`src/psn_pkg.sv`:
```
`timescale 1ns / 1ps
`default_nettype none
package psn_pkg;

  localparam int LOSS_DEPTH = 256;
  localparam int IDX_W      = $clog2(LOSS_DEPTH);
  localparam int CNT_W      = $clog2(LOSS_DEPTH + 1);
  localparam int NUM_W      = 32;
  localparam int TIME_W     = 40;
  localparam int IVL_W      = 16;
  localparam int END_WAIT   = 500;
  localparam int IDATA_W    = 32;
  localparam int ODATA_W    = 40;
  localparam int CFG_IDX_W  = 1;
  localparam int CFG_DATA_W = 32;

  typedef enum logic [1:0] {
    KIND_TICK   = 2'd0,
    KIND_CLEAR  = 2'd1,
    KIND_APPEND = 2'd2,
    KIND_NONE   = 2'd3
  } psn_kind_t;

  typedef enum logic [CFG_IDX_W-1:0] {
    REG_TOTAL    = 1'b0,
    REG_INTERVAL = 1'b1
  } psn_reg_t;

  typedef enum logic [1:0] {
    ST_IDLE,
    ST_EXEC,
    ST_FIN,
    ST_OUT
  } psn_state_t;

  typedef struct packed {
    logic load;
    logic exec;
    logic fin;
  } psn_cmd_t;

  typedef struct packed {
    psn_kind_t kind;
  } psn_status_t;

  function automatic logic [IDX_W-1:0] idx_advance(input logic [IDX_W-1:0] i);
    logic [IDX_W-1:0] r;
    if (i == IDX_W'(LOSS_DEPTH - 1)) r = '0;
    else r = i + IDX_W'(1);
    return r;
  endfunction

endpackage
`default_nettype wire

```
`src/psn_ctrl.sv`:
```
`timescale 1ns / 1ps
`default_nettype none
module psn_ctrl (
  input  wire logic                 clk,
  input  wire logic                 rst,
  input  wire logic                 s_tvalid,
  output logic                      s_tready,
  output logic                      m_tvalid,
  input  wire logic                 m_tready,
  output psn_pkg::psn_cmd_t         cmd,
  input  wire psn_pkg::psn_status_t status
);
  import psn_pkg::*;

  psn_state_t state, state_next;

  always_ff @(posedge clk) begin
    if (rst) state <= ST_IDLE;
    else state <= state_next;
  end

  always_comb begin
    state_next = state;
    s_tready   = 1'b0;
    m_tvalid   = 1'b0;
    cmd        = '0;
    unique case (state)
      ST_IDLE: begin
        s_tready = 1'b1;
        if (s_tvalid) begin
          cmd.load   = 1'b1;
          state_next = ST_EXEC;
        end
      end
      ST_EXEC: begin
        cmd.exec = 1'b1;
        // only ticks and appends produce a result
        if (status.kind == KIND_TICK || status.kind == KIND_APPEND) state_next = ST_FIN;
        else state_next = ST_IDLE;
      end
      ST_FIN: begin
        cmd.fin    = 1'b1;
        state_next = ST_OUT;
      end
      ST_OUT: begin
        m_tvalid = 1'b1;
        if (m_tready) state_next = ST_IDLE;
      end
      default: state_next = ST_IDLE;
    endcase
  end
endmodule
`default_nettype wire

```
`config.mk`:
```
export PLATFORM = sky130hd
export DESIGN_NAME = psn_ctrl
export DESIGN_NICKNAME = d
export VERILOG_FILES = /design/src/psn_pkg.sv /design/src/psn_ctrl.sv
export SDC_FILE = /design/constraint.sdc
export NUM_CORES = 1
export LEC_CHECK = 0
export BUFFER_PORTS_ARGS = -buffer_cell sky130_fd_sc_hd__buf_2
export CAP_MARGIN = 20
export CORE_AREA = 2 2 39 41
export CTS_CLUSTER_DIAMETER = 150
export DETAILED_ROUTE_END_ITERATION = 8
export DIE_AREA = 0 0 41 43
export HOLD_SLACK_MARGIN = 0.05
export PLACE_DENSITY = 0.38
export SETUP_SLACK_MARGIN = 0.3
export SYNTH_ARGS = -nofsm -noshare
export SYNTH_HDL_FRONTEND = slang
export SYNTH_SLANG_ARGS = --single-unit
```
`constraint.sdc`:
```
create_clock -name clk -period 1.28 [get_ports clk]
set_input_delay 0 -clock clk [delete_from_list [all_inputs] [get_ports clk]]
set_output_delay 0 -clock clk [all_outputs]
set_load 0.01 [all_outputs]
```
==> results.cfg <==
[status]
outcome = finished, final reports clean

[synthesis]
synth_edf_count = 0
ys.warnings.count = 0
synthTopCellsByArea = dfxtp_1, and2_1, a21bo_2
synthDominantCellAreaShare_pct = 36.78
yosys_most_used_dff = dfxtp_1
netlist_instances = 12
syn_area_um2 = 108.9
synthTopCellsByCount = and2_1, dfxtp_1
yosysTopAreaCell = dfxtp_1
synthXorXnorAreaFrac_pct = 0
synth.distinct_cells = 10
async_flop_share_pct = 0
synthMuxAreaShare_pct = 0
synth_adder_area_share_pct = 0
synth_top_family_by_area = simple AND/OR/NAND/NOR gates
yosysSeqAreaShare_pct = 36.78
yosys.area_share.simple_pct = 41.38
syn_nets = 18
avgSynthCellArea_um2 = 9.071
ys_ff_latch = 2
synth_compound_area_share_pct = 21.84

[clocking]
clock_latency_ns = 0.22
clk_pin_slew_ns = 0.03
clockBufferDepth = 2
root_buffer = clkbuf_4
cts_inserted_buffers = 3
cts_tree = yes
cts.sinks = 2
h-tree-depth = 1

[worst_setup_path]
path_class = reg2reg
path_depth = 2
critical-path-max-stage-delay_ns = 0.38
worstSetupStartpointType = register
critPathArrivalTime_ns = 1.09
crit_family = simple AND/OR/NAND/NOR gates
crit_required_ns = 1.43
slowest_stage = or3b_1
critPathBufInv = 0
critical_path.cell_chain = or3b_1 > a21oi_2
cp_max_fo = 7
endpoint_kind = register
reg2reg_depth = 2

[timing]
skew_ns = 0.0002108
min_period_ns = 0.9371
post-route-period-util_pct = 73.21
worst-slew-pin-transition_ns = 0.1006
max_freq_mhz = 1067
setup_viol = 0
rsz0062_at_grt = true
finalSetupTns_ns = 0
max_slew_margin_pct = 93.29
slew_violations = 0
hold_viol = 0

[grt]
grt_use_total_pct = 4.309
grt_max_degree = 8
grt_pass1_wl_um = 420
antenna_found_initial = 0
grt_overflow = 0
grt_pass1_vias = 104

[floorplan]
io_pins = 11
start_util_pct = 7.866
fp.dieH_um = 43
core_mm2 = 0.001384
rows = 14
die-width_um = 41
dieArea_mm2 = 0.001763

[cells_and_area]
final_cells = 42
num_antenna_cells = 0
multi_input_area_um2 = 68.82
drive_above_1_share_pct = 61.54
fill_cells = 154
ff_latch_area_um2 = 42.54
nNetsFinal = 34
synthToLayoutAreaGrowth_pct = 101.2

[power]
p_int_w = 0.0001972
p_leak_nw = 0.1068
report.power.total_w = 0.0002558
seqPwrFrac_pct = 28.7
power_density_mw_per_mm2 = 1168
ir_drop_mv = 0.2166
power.combinational.fraction_pct = 17.3
power.switching_w = 0.00005854
sw_frac_of_total_pct = 22.89
p_clk_share_pct = 54.0

[min_path]
min_path_cells = 3
min_path_type = in2reg

[detailed_routing]
wl_per_cell_um = 7.143
dr.pass1.iters = 1
drtIter0Drc = 0
ant_nets = 0
vias = 127
viasPerCell = 3.024
drt_wl_total_um = 300
drc = 0

[placement]
port_buffers = 9
place_congestion = 0.5646
dp.cells = 37

[job]
drv_cap = 0
[what timing repair did]
item	CTS	global route
setup buffers	0	0
hold buffers	2	0
cloned	0	0
resized for setup	1	1
hold endpoints to repair	2	0
endpoints found under the setup margin	1	1
pin swaps	0	0
[routing by layer]
layer	GRT usage, %	share of wire [%]	up-vias
li1	-	-	68
met1	5.431	52	45
met2	3.438	29	12
met3	1.571	13	2
met4	8.000	4.7	0
met5	0	0	-
[cell type report]
| class | instances | share of cell area (%) |
|---|---|---|
| multi-input combinational | 10 | 31.43 |
| timing repair buffer | 11 | 29.71 |
| sequential | 2 | 19.43 |
| clock buffer | 3 | 10.29 |
| tap | 16 | 9.143 |
[per-stage QoR]
step | instance area, µm² | hold WS [ns] | setup slack (ns) | utilization, %
2_1_floorplan | 108.9 | 0.06244 | 0.3706 | -
3_3_place_gp | 173.9 | 0.1917 | 0.3020 | 12.57
3_5_place_dp | 173.9 | 0.1813 | 0.3073 | 12.57
4_1_cts | 217.7 | 0.05019 | 0.3093 | 15.73
5_1_grt | 219.0 | 0.07212 | 0.2953 | 15.82
6_report | 219.0 | 0.05385 | 0.3429 | 15.82
[worst reg2reg max path, stage by stage (launching register included)]
cell	delay [ns]
dfxtp_2	0.36
or3b_1	0.38
a21oi_2	0.13
[power groups by stage]
stage | clock network [W] | logic, W | registers, W
3_5_place_dp | 0 | 0.0000399 | 0.0000735
3_3_place_gp | 0 | 0.0000405 | 0.0000735
6_report | 0.000138 | 0.0000441 | 0.0000735
5_1_grt | 0.000147 | 0.0000504 | 0.0000743
4_1_cts | 0.000150 | 0.0000446 | 0.0000732
2_1_floorplan | 0 | 0.0000221 | 0.0000717
[cells in the final DEF (no fill, tap or decap)]
master | synthesis | layout
nor2_1 | 1 | 1
nand2b_1 | 1 | 1
dfxtp_2 | 0 | 2
and2b_1 | 1 | 1
a21bo_2 | 1 | 1
clkbuf_4 | 0 | 3
buf_2 | 0 | 9
a21oi_1 | 1 | 1
a21oi_2 | 1 | 1
dlygate4sd3_1 | 0 | 2
nor2b_1 | 1 | 1
and2_1 | 2 | 2
or3b_1 | 1 | 1
[cells by family (layout without fill, tap and decap cells)]
family                 Yosys count  count (layout)
AOI/OAI and AO/OA                3               3
buffers and inverters            0              14
DFF                              2               2
and+or+nand+nor                  7               7
[final timing paths]
kind                   from  endpoint  slack [ns]
hold reg to reg    state[0]  state[0]        0.56
setup reg to reg   state[0]  register        0.34
hold / removal    status[0]  register        0.05
setup / recovery   state[0]  register        0.34
Power figures use the tool's default switching activity.
